$ cat src/spq_pkg.sv
// Shared types and constants for the sorted priority queue.
// Used by spq_ctrl, spq_dpath and sorted_priority_queue; no dependencies.
package spq_pkg;

    localparam int QUEUE_DEPTH = 16;
    localparam int CNT_W       = $clog2(QUEUE_DEPTH + 1);
    localparam int OCC_W       = 5;
    localparam int REC_W       = 48;
    localparam int S_DATA_W    = 48;
    localparam int S_USER_W    = 1;
    localparam int M_DATA_W    = 56;
    localparam int M_USER_W    = 3;

    localparam logic       OP_PUSH = 1'b0;
    localparam logic       OP_POP  = 1'b1;

    localparam logic [1:0] ST_OK    = 2'd0;
    localparam logic [1:0] ST_FULL  = 2'd1;
    localparam logic [1:0] ST_EMPTY = 2'd2;

    // Record layout, id in the lowest bits.
    typedef struct packed {
        logic [15:0] service;
        logic [15:0] arrival;
        logic [7:0]  pri;
        logic [7:0]  id;
    } t_rec;

    typedef struct packed {
        logic load;   // capture the accepted item
        logic exec;   // apply it to the queue and load the result register
    } t_dp_cmd;

    typedef struct packed {
        logic out_busy;  // result register holds an item not taken this cycle
    } t_dp_stat;

endpackage

$ cat src/spq_ctrl.sv
// Controller of the sorted priority queue: two-state sequencer.
// Depends on spq_pkg.
module spq_ctrl (
    input  logic               i_clk,
    input  logic               i_rst_n,
    input  logic               i_s_valid,
    input  spq_pkg::t_dp_stat  i_stat,
    output logic               o_s_ready,
    output spq_pkg::t_dp_cmd   o_cmd
);

    localparam logic S_IDLE = 1'b0;
    localparam logic S_EXEC = 1'b1;

    logic r_state;
    logic n_state;

    always_comb begin
        n_state    = r_state;
        o_s_ready  = 1'b0;
        o_cmd.load = 1'b0;
        o_cmd.exec = 1'b0;
        case (r_state)
            S_IDLE: begin
                o_s_ready  = 1'b1;
                o_cmd.load = i_s_valid;
                if (i_s_valid) begin
                    n_state = S_EXEC;
                end
            end
            S_EXEC: begin
                // Wait until the result register can take the new result.
                if (!i_stat.out_busy) begin
                    o_cmd.exec = 1'b1;
                    n_state    = S_IDLE;
                end
            end
            default: begin
                n_state = S_IDLE;
            end
        endcase
    end

    always_ff @(posedge i_clk) begin
        if (!i_rst_n) begin
            r_state <= S_IDLE;
        end else begin
            r_state <= n_state;
        end
    end

endmodule

$ cat src/spq_dpath.sv
// Datapath of the sorted priority queue: sorted cells, count and result register.
// Depends on spq_pkg.
module spq_dpath (
    input  logic                           i_clk,
    input  logic                           i_rst_n,
    input  spq_pkg::t_dp_cmd               i_cmd,
    output spq_pkg::t_dp_stat              o_stat,
    input  logic                           i_op,
    input  spq_pkg::t_rec                  i_rec,
    input  logic                           i_m_ready,
    output logic                           o_m_valid,
    output logic [spq_pkg::M_DATA_W-1:0]   o_m_data,
    output logic [spq_pkg::M_USER_W-1:0]   o_m_user
);

    localparam int D = spq_pkg::QUEUE_DEPTH;

    logic                      r_op;
    spq_pkg::t_rec             r_in;
    spq_pkg::t_rec             r_entries [D];
    spq_pkg::t_rec             n_entries [D];
    logic [spq_pkg::CNT_W-1:0] r_count;
    logic [spq_pkg::CNT_W-1:0] n_count;
    logic [D-1:0]              le;
    logic                      full;
    logic                      empty;
    logic                      write_en;

    logic                      r_out_valid;
    logic [1:0]                r_status;
    logic                      r_rec_valid;
    spq_pkg::t_rec             r_rec;
    logic [spq_pkg::OCC_W-1:0] r_occ;
    logic [1:0]                n_status;
    logic                      n_rec_valid;
    spq_pkg::t_rec             n_rec;

    assign full  = (r_count == spq_pkg::CNT_W'(D));
    assign empty = (r_count == '0);

    // Each cell compares its own priority with the incoming one; since the
    // cells are sorted, the set of cells that stay put is a prefix.
    always_comb begin
        for (int k = 0; k < D; k++) begin
            le[k] = (spq_pkg::CNT_W'(k) < r_count) && (r_entries[k].pri <= r_in.pri);
        end
        for (int k = 0; k < D; k++) begin
            if (r_op == spq_pkg::OP_PUSH) begin
                if (le[k]) begin
                    n_entries[k] = r_entries[k];
                end else if (k == 0) begin
                    n_entries[k] = r_in;
                end else if (le[k-1]) begin
                    n_entries[k] = r_in;
                end else begin
                    n_entries[k] = r_entries[k-1];
                end
            end else begin
                if (k == D - 1) begin
                    n_entries[k] = r_entries[k];
                end else begin
                    n_entries[k] = r_entries[k+1];
                end
            end
        end
    end

    always_comb begin
        write_en    = 1'b0;
        n_count     = r_count;
        n_status    = spq_pkg::ST_OK;
        n_rec_valid = 1'b1;
        n_rec       = r_entries[0];
        if (r_op == spq_pkg::OP_PUSH) begin
            if (full) begin
                n_status = spq_pkg::ST_FULL;
            end else begin
                write_en = 1'b1;
                n_count  = r_count + spq_pkg::CNT_W'(1);
                n_rec    = le[0] ? r_entries[0] : r_in;
            end
        end else begin
            if (empty) begin
                n_status    = spq_pkg::ST_EMPTY;
                n_rec_valid = 1'b0;
                n_rec       = '0;
            end else begin
                write_en = 1'b1;
                n_count  = r_count - spq_pkg::CNT_W'(1);
            end
        end
    end

    always_ff @(posedge i_clk) begin
        if (i_cmd.load) begin
            r_op <= i_op;
            r_in <= i_rec;
        end
        if (i_cmd.exec && write_en) begin
            for (int k = 0; k < D; k++) begin
                r_entries[k] <= n_entries[k];
            end
        end
        if (i_cmd.exec) begin
            r_status    <= n_status;
            r_rec_valid <= n_rec_valid;
            r_rec       <= n_rec;
            r_occ       <= spq_pkg::OCC_W'(n_count);
        end
    end

    always_ff @(posedge i_clk) begin
        if (!i_rst_n) begin
            r_count     <= '0;
            r_out_valid <= 1'b0;
        end else begin
            if (i_cmd.exec) begin
                r_count     <= n_count;
                r_out_valid <= 1'b1;
            end else if (i_m_ready) begin
                r_out_valid <= 1'b0;
            end
        end
    end

    assign o_stat.out_busy = r_out_valid && !i_m_ready;
    assign o_m_valid       = r_out_valid;
    assign o_m_data        = {3'b000, r_occ, r_rec};
    assign o_m_user        = {r_rec_valid, r_status};

endmodule

$ cat src/sorted_priority_queue.sv
// Sorted priority queue: an accepted item is first captured, then applied to
// the sorted cells while the result register is loaded, once it is free.
// No new item is taken before the last one is applied (two-state controller).
// A result waiting at the output does not block acceptance of the next item.
// Reset (synchronous, active low) empties the queue and the result register;
// the record cells are not cleared, since only entries below the count are read.
module sorted_priority_queue (
    input  logic                         i_clk,
    input  logic                         i_rst_n,
    input  logic                         i_s_axis_tvalid,
    output logic                         o_s_axis_tready,
    // Fields from bit 0: rec_id[7:0], rec_priority[15:8], rec_arrival[31:16],
    // rec_service[47:32].
    input  logic [spq_pkg::S_DATA_W-1:0] i_s_axis_tdata,
    // Fields from bit 0: operation[0] (0 push, 1 pop).
    input  logic [spq_pkg::S_USER_W-1:0] i_s_axis_tuser,
    output logic                         o_m_axis_tvalid,
    input  logic                         i_m_axis_tready,
    // Fields from bit 0: out_id[7:0], out_priority[15:8], out_arrival[31:16],
    // out_service[47:32], occupancy[52:48], zero padding[55:53].
    output logic [spq_pkg::M_DATA_W-1:0] o_m_axis_tdata,
    // Fields from bit 0: status[1:0], out_valid[2].
    output logic [spq_pkg::M_USER_W-1:0] o_m_axis_tuser
);

    spq_pkg::t_dp_cmd  cmd;
    spq_pkg::t_dp_stat stat;
    spq_pkg::t_rec     in_rec;

    // The input record is laid out exactly as the record type.
    assign in_rec = spq_pkg::t_rec'(i_s_axis_tdata[spq_pkg::REC_W-1:0]);

    // The controller only sequences capture and execution; it never sees
    // payload. The datapath holds the sorted cells, where every cell decides
    // in parallel whether to hold, take the new record or take its neighbor.
    spq_ctrl u_ctrl (
        .i_clk     (i_clk),
        .i_rst_n   (i_rst_n),
        .i_s_valid (i_s_axis_tvalid),
        .i_stat    (stat),
        .o_s_ready (o_s_axis_tready),
        .o_cmd     (cmd)
    );

    spq_dpath u_dpath (
        .i_clk     (i_clk),
        .i_rst_n   (i_rst_n),
        .i_cmd     (cmd),
        .o_stat    (stat),
        .i_op      (i_s_axis_tuser[0]),
        .i_rec     (in_rec),
        .i_m_ready (i_m_axis_tready),
        .o_m_valid (o_m_axis_tvalid),
        .o_m_data  (o_m_axis_tdata),
        .o_m_user  (o_m_axis_tuser)
    );

    // An empty-queue pop never reports a record.
    a_empty_no_rec: assert property (@(posedge i_clk) disable iff (!i_rst_n)
        (o_m_axis_tvalid && o_m_axis_tuser[1:0] == spq_pkg::ST_EMPTY)
            |-> (o_m_axis_tuser[2] == 1'b0 && o_m_axis_tdata[52:48] == '0))
        else $error("pop on empty reported a record or nonzero occupancy");

    // A dropped push only happens on a full queue.
    a_full_occ: assert property (@(posedge i_clk) disable iff (!i_rst_n)
        (o_m_axis_tvalid && o_m_axis_tuser[1:0] == spq_pkg::ST_FULL)
            |-> (o_m_axis_tdata[52:48] == spq_pkg::OCC_W'(spq_pkg::QUEUE_DEPTH)))
        else $error("push dropped while queue not full");

    // Occupancy never exceeds the depth.
    a_occ_range: assert property (@(posedge i_clk) disable iff (!i_rst_n)
        o_m_axis_tvalid
            |-> (o_m_axis_tdata[52:48] <= spq_pkg::OCC_W'(spq_pkg::QUEUE_DEPTH)))
        else $error("occupancy beyond depth");

    // One item in flight: after an accept, no new item is taken next cycle.
    a_one_in_flight: assert property (@(posedge i_clk) disable iff (!i_rst_n)
        (i_s_axis_tvalid && o_s_axis_tready) |=> !o_s_axis_tready)
        else $error("item accepted while previous item still executing");

endmodule

$ cat config.mk
export PLATFORM = sky130hd
export DESIGN_NAME = sorted_priority_queue
export DESIGN_NICKNAME = d
export VERILOG_FILES = /design/src/spq_pkg.sv /design/src/spq_ctrl.sv /design/src/spq_dpath.sv /design/src/sorted_priority_queue.sv
export SDC_FILE = /design/constraint.sdc
export NUM_CORES = 2
export LEC_CHECK = 0
export CORE_MARGIN = 3
export CORE_UTILIZATION = 31
export CTS_BUF_LIST = sky130_fd_sc_hd__clkbuf_8 sky130_fd_sc_hd__clkbuf_16
export DETAILED_ROUTE_END_ITERATION = 7
export DONT_BUFFER_PORTS = 1
export GPL_ROUTABILITY_DRIVEN = 0
export PLACE_DENSITY_LB_ADDON = 0.2
export SLEW_MARGIN = 20
export SYNTH_ARGS = -nofsm -noshare
export SYNTH_HDL_FRONTEND = slang
export SYNTH_SLANG_ARGS = --single-unit
$ cat constraint.sdc
create_clock -name i_clk -period 7.3 [get_ports i_clk]
set_input_delay 0.73 -clock i_clk [delete_from_list [all_inputs] [get_ports i_clk]]
set_output_delay 0.73 -clock i_clk [all_outputs]
set_load 0.005 [all_outputs]
==> Word level (Yosys, flattened, before mapping) <==
Memory sizes are Yosys's and may differ from the RTL's.
Index checks and enable logic that the tools add are counted.
{ "classes": {"add_sub_neg": 2, "magnitude_cmp": 32, "eq_ne": 1, "muxes": 70, "bitwise": 1, "n_reduce_logical": 21} }
{ "ops": {"columns": ["cell", "count"], "rows": [
  ["$mux 48", 50],
  ["$le 8x8->1", 16],
  ["$lt 4x5->1 const A", 8],
  ["$lt 3x5->1 const A", 4],
  ["$logic_and 1x1->1", 18],
  ["$mux 5", 3],
  ["$mux 1", 14],
  ["$lt 1x5->1 const A", 2],
  ["$lt 2x5->1 const A", 2],
  ["$add 5x1->5 const B", 1],
  ["$eq 5x5->1 const B", 1],
  ["$logic_not 5->1", 1],
  ["$sub 5x1->5 const B", 1],
  ["$mux 2", 2],
  ["$pmux 1 s2", 1],
  ["$reduce_bool 2->1", 1],
  ["$logic_not 1->1", 1],
  ["$not 1->1", 1]
]} }
{ "totals": {"regBits": 112, "mem_bits_rw": 768, "inputBits": 53, "out_inout_bits": 61, "word_cells": 143, "mem_count": 1} }
{ "mem_list": {"columns": ["memory", "depth", "word_bits", "read_ports", "rd_clocked_by_memory_dff", "wr", "line_no", "text"], "rows": [
  ["u_dpath.r_entries", 16, 48, 16, 0, 16, "spq_dpath.sv:20", "spq_pkg::t_rec r_entries [D];"]
]} }

==> Longest topological paths before layout <==
{ "depth": {"ltp_word": 7, "mapped_depth": 11, "mapped_depth_nobuf": 8} }

==> Modules after synthesis <==
Synthesis repeated with hierarchy kept, for this count alone.
{ "unflattened": {"hier_cells": 5228, "hier_area_um2": 54563.6} }
{ "by_module_without_submodules": {"columns": ["mod", "n_inst", "cells_per_inst", "area_each_um2"], "rows": [
  ["spq_dpath", 1, 5222, 54516.0],
  ["spq_ctrl", 1, 6, 47.5]
]} }

==> Worst setup path after synthesis <==
Ideal clock, no wire load.
{ "synth_timing": {"kind": "reg2reg", "start": "reg, netlist name u_dpath.r_in[9]", "end": "mem u_dpath.r_entries[1][336] (netlist bit), enable pin", "setup_time_ps": 526, "arrival_time_ps": 5283, "t_required_ps": 6774, "setup_slack_ps": 1491, "stages_incl_launch_ff": 10, "path_cell_list": "edfxtp_1 -> clkbuf_1 -> inv_1 -> ha_1 -> nor2b_1 -> o21a_1 -> o21ai_0 -> a21oi_1 -> o221ai_1 -> a211oi_1"} }
{ "synth_rtl": {"columns": ["element", "line_no"], "rows": [
  ["to (decl)", "spq_dpath.sv:20"]
]} }

==> reports/summary.md <==
Primary flip-flop cell chosen by synthesis mapping: edfxtp_1. The beginning of the worst hold path was i_s_axis_tdata[28]. After clock tree synthesis, the clock-pin slew on the worst setup and hold paths is 0.06 ns. The tools report the detailed-router iteration count before antenna repair as 5. The quantity of gates resized following cts came out at 0.

The yosys synthesis warning count was 0; the number of I/O port buffers was 0. The area enclosed by the die boundary is 168000 um^2, and the fraction of layout cells with a size suffix above 1 is 0.0786. The initial core utilization was 0.313. Synthesis inferred 880 register bits. In this design, the stage delay of the slowest critical-path cell is 0.87 ns. After synthesis, the largest family of logic cells by area is compound AO/OA/AOI/OAI gates. The count of flip-flops with a built-in enable after synthesis was 873; the normalized max-slew margin was 0.213. The run gives 880 as the number of sinks on the clock net. The worst path required time is 7.68 ns, and the biggest fanout along the worst timing path is 49. Pin count of the biggest net entering global routing: 256. The floorplan step set the die height to 410 um.

From left edge to right edge, the die measures 410 um. The synthesized-area fraction occupied by ao, oa, aoi and oai cells was 0.264; the residual overflow from global routing was 0. In this run, post-CTS hold repair placed 0 buffers. Walking the worst path, the cells encountered are inv_1, ha_1, nand2_1, o21ai_1, mux2_2, o31a_1, buf_4, o31a_2, buf_4. The internal portion of the total power is 9.83 mW.

Dividing total power by cell area gives a power density of 259 nW/um^2. In this run the critical register-to-register path is launched from u_dpath.r_in[14]. The simple logic cell fraction of the synthesized area was 0.115; the residual DRC count was 0. The tools report the total count of max-transition violations in the final report as 0. The total routing resource utilization after global routing was 0.188; the post-synthesis adder-cell area fraction was 0.0324.

The share of synthesized area occupied by flip-flops and latches was 0.521. The worst IR drop on VDD was 182 uV; the core area was 161000 um^2. For the final routed database, the setup TNS stands at 0 ns. The min-delay analysis places its worst path in the category input port to register. Setup repair after global routing left no endpoint under its margin. The DRC marker count from the first detailed-route iteration is 3309, and the transition time at the pin with the least slew margin is 1.18 ns.

H-tree depth reported by CTS: 3. The run gives 1 as the initial antenna violation count. For the part of the power in the clock network, the log shows 0.356.

The run gives 251 mm as the first-pass GRT wire length. The tools report the leakage power as 17.2 nW. Worst clock skew: 0.0278 ns. The switching power share of the total came out at 0.313.

The worst setup path is launched from a register. The per-instance average area after synthesis works out to 10.3 um^2. The setup path with the least slack is of type register to register.

The area added between synthesis and finish is 9.16%. The post-route non-filler standard cell count was 6767. Final HPWL from detailed placement: 102 mm. The slowest stage of the critical path is the edfxtp_1 cell. Worst path buffer plus inverter count: 3.

The run gives 39336 as the total number of vias. Startpoint of the most critical setup path: u_dpath.r_in[14]. The net total in the final layout is 4712. The netlist uses 59 different library cells. Counting tap cells, the placed design contains a total of 6585 instances. The floorplan has 147 rows. The run gives 3 as the maximum count of clock buffers along a single path. Mean routed wirelength per cell: 24.2 um.

The flow ran to the end, and the final reports show no timing, DRC or antenna violations. Dividing the detail-routed via count by the number of cells gives 5.81. The final period utilization was 0.682. The combinational fraction of design power was 0.192; the total of max-cap violations was 0. The run gives 50500 um^2 as the post-synthesis instance area. The cell family contributing the most delay on the critical path was buffers and inverters. The multiplexer share of the synthesized area is 0.0136, and the shortest clock period the worst path allows after layout is 4.98 ns.

The master cell of the clock root buffer is clkbuf_16. The filler cells instantiated in the layout total 16340. The share of synthesized flip-flops with an asynchronous set or reset was 0.

The run gives 39721 as the number of global-route vias before repair. Number of failing hold endpoints at the final stage: 0. The critical path capture point type was a register. The final count of negative-setup-slack endpoints came out at 0.

The critical path data arrival time is 5.36 ns. Clock latency on the worst-skew pair, taken at its later pin, is 0.73 ns. The logs give 0.452 for the portion of total power attributed to sequential cells and 164 mm for the aggregate routed wire length. The cell with the most instances on the worst path was buf_4. The logs give 0 for the number of antenna repair diodes and 4.47 mW for the net switching power of the design. Post-CTS timing repair inserted 0 buffers for setup. The highest clock rate was 201 MHz; the remaining number of nets flagged by the antenna check after routing was 0. Pin placement for this block handled 114 I/O pins. Post-synthesis share of cell area spent on xor and xnor gates: 0.000520. Clock tree synthesis inserted a total of 101 buffers. Synthesized netlist cell count: 4905.

TritonCTS built the clock tree.
## cell usage in the layout, fill, tap and decap left out, types with 5 or more instances in the layout
| master | count |
|---|---|
| o21a_1 | 122 |
| nor3_1 | 10 |
| o31a_2 | 12 |
| nor2b_1 | 630 |
| a22oi_1 | 17 |
| a21o_1 | 6 |
| a31oi_1 | 625 |
| a22o_1 | 48 |
| nand2b_1 | 95 |
| nor3b_1 | 85 |
| o31ai_4 | 13 |
| nand3_1 | 7 |
| clkinvlp_4 | 5 |
| o21ai_1 | 37 |
| buf_4 | 104 |
| o31a_1 | 104 |
| buf_12 | 7 |
| edfxtp_1 | 873 |
| o21ai_0 | 609 |
| a21oi_4 | 7 |
| mux2_2 | 52 |
| clkbuf_16 | 102 |
| nand4_1 | 32 |
| dfxtp_1 | 7 |
| mux2_1 | 9 |
| ha_1 | 131 |
| a21oi_1 | 648 |
| bufinv_16 | 9 |
| inv_1 | 53 |
| nor2_1 | 16 |
| nand2_1 | 30 |
| clkinv_2 | 15 |
| clkinv_1 | 21 |
## Yosys cell counts, drive strengths merged, types with 2 or more instances
| master | count | area [um^2] |
|---|---|---|
| inv | 32 | 120 |
| and2 | 3 | 18.8 |
| a21boi | 2 | 15.0 |
| o311ai | 2 | 25.0 |
| or2 | 2 | 12.5 |
| nand2b | 97 | 607 |
| clkbuf | 417 | 1630 |
| nor3 | 12 | 70.1 |
| nand3b | 2 | 15.0 |
| xnor2 | 2 | 17.5 |
| o21a | 124 | 931 |
| o211ai | 3 | 22.5 |
| nand4 | 32 | 200 |
| a21o | 6 | 45.0 |
| edfxtp | 873 | 26200 |
| ha | 131 | 1640 |
| or3 | 2 | 12.5 |
| a31oi | 626 | 3930 |
| dfxtp | 7 | 140 |
| nor2 | 20 | 92.6 |
| a22o | 48 | 420 |
| nand3 | 7 | 35.0 |
| mux2 | 61 | 687 |
| a21oi | 655 | 3300 |
| o21ai | 650 | 3250 |
| o31a | 118 | 1030 |
| buf | 177 | 923 |
| o31ai | 13 | 148 |
| a22oi | 17 | 128 |
| o211a | 2 | 20.0 |
| nor3b | 85 | 638 |
| or4b | 4 | 40.0 |
| a211oi | 2 | 20.0 |
| nor2b | 632 | 3950 |
| nand2 | 31 | 119 |
## metrics by stage
step | instance area (um^2) | util | hold slack, ns | power (mW) | setup WS [ns]
finish | 55200 | 0.342 | 0.0937 | 14.3 | 2.32
global route | 55200 | 0.342 | 0.0440 | 14.9 | 2.03
CTS | 55200 | 0.342 | 0.0272 | 14.4 | 2.36
detailed placement | 51900 | 0.322 | 0.536 | 9.30 | 2.37
global placement | 51900 | 0.322 | 0.526 | 9.26 | 2.48
floorplan | 50500 | - | 0.496 | 8.37 | 1.49
## per-layer routing
layer	wire length (um)	vias to the layer above	track usage
li1	-	17899	-
met1	73100	20121	0.255
met2	80200	1085	0.318
met3	6710	229	0.0228
met4	4070	2	0.0487
met5	19	-	0
## final timing paths
path	endpoint	slack [ns]	cells after the start
worst max register to register	u_dpath.r_entries[1][226]	2.32	9
worst min-delay path	u_dpath.r_in[28]	0.09	0
worst max-delay path	u_dpath.r_entries[1][226]	2.32	9
worst min register to register	u_dpath.o_m_valid	0.54	2
## sequential cells by signal, summed over array words and instances (netlist names)
signal               count
u_dpath.o_m_valid        1
u_dpath.r_entries      768
u_dpath.o_m_data        48
u_dpath.r_status         2
u_dpath.r_count          5
u_dpath.r_in            48
u_ctrl.r_state           1
u_dpath.r_op             1
u_dpath.r_occ            5
u_dpath.r_rec_valid      1
## worst register-to-register path: cells and delay by family (launching register included)
kind,cells,cell delay (ns)
AOI/OAI and AO/OA,3,1.24
DFF,1,0.87
and+or+nand+nor,1,0.06
adders and majority gates,1,0.52
buffers and inverters,3,1.68
muxes,1,0.27
## power by group through the flow
stage	logic, mW	clock network (mW)	registers (mW)
6_report	2.75	5.09	6.47
5_1_grt	3.04	5.39	6.50
4_1_cts	2.74	5.22	6.47
3_5_place_dp	2.73	0	6.57
3_3_place_gp	2.68	0	6.58
2_1_floorplan	2.03	0	6.35
## layout make-up
cell class	count	area (um^2)	area share
well taps	2160	2700	0.0490
clock buffers	102	2550	0.0463
clock inverters	80	653	0.0118
multi-input cells	3401	21800	0.396
inverters	32	120	0.00218
repair buffers	112	932	0.0169
flip-flops and latches	880	26400	0.478
## cell families (layout without fill, tap and decap cells)
family | after synthesis | count (layout)
other cells | 1 | 3
buf+inv | 626 | 326
flops | 880 | 880
fa+ha+maj | 131 | 131
simple gates | 931 | 931
xor+xnor | 3 | 3
mux | 61 | 61
compound gates | 2272 | 2272
No activity file was read; power rests on OpenSTA's default activity.
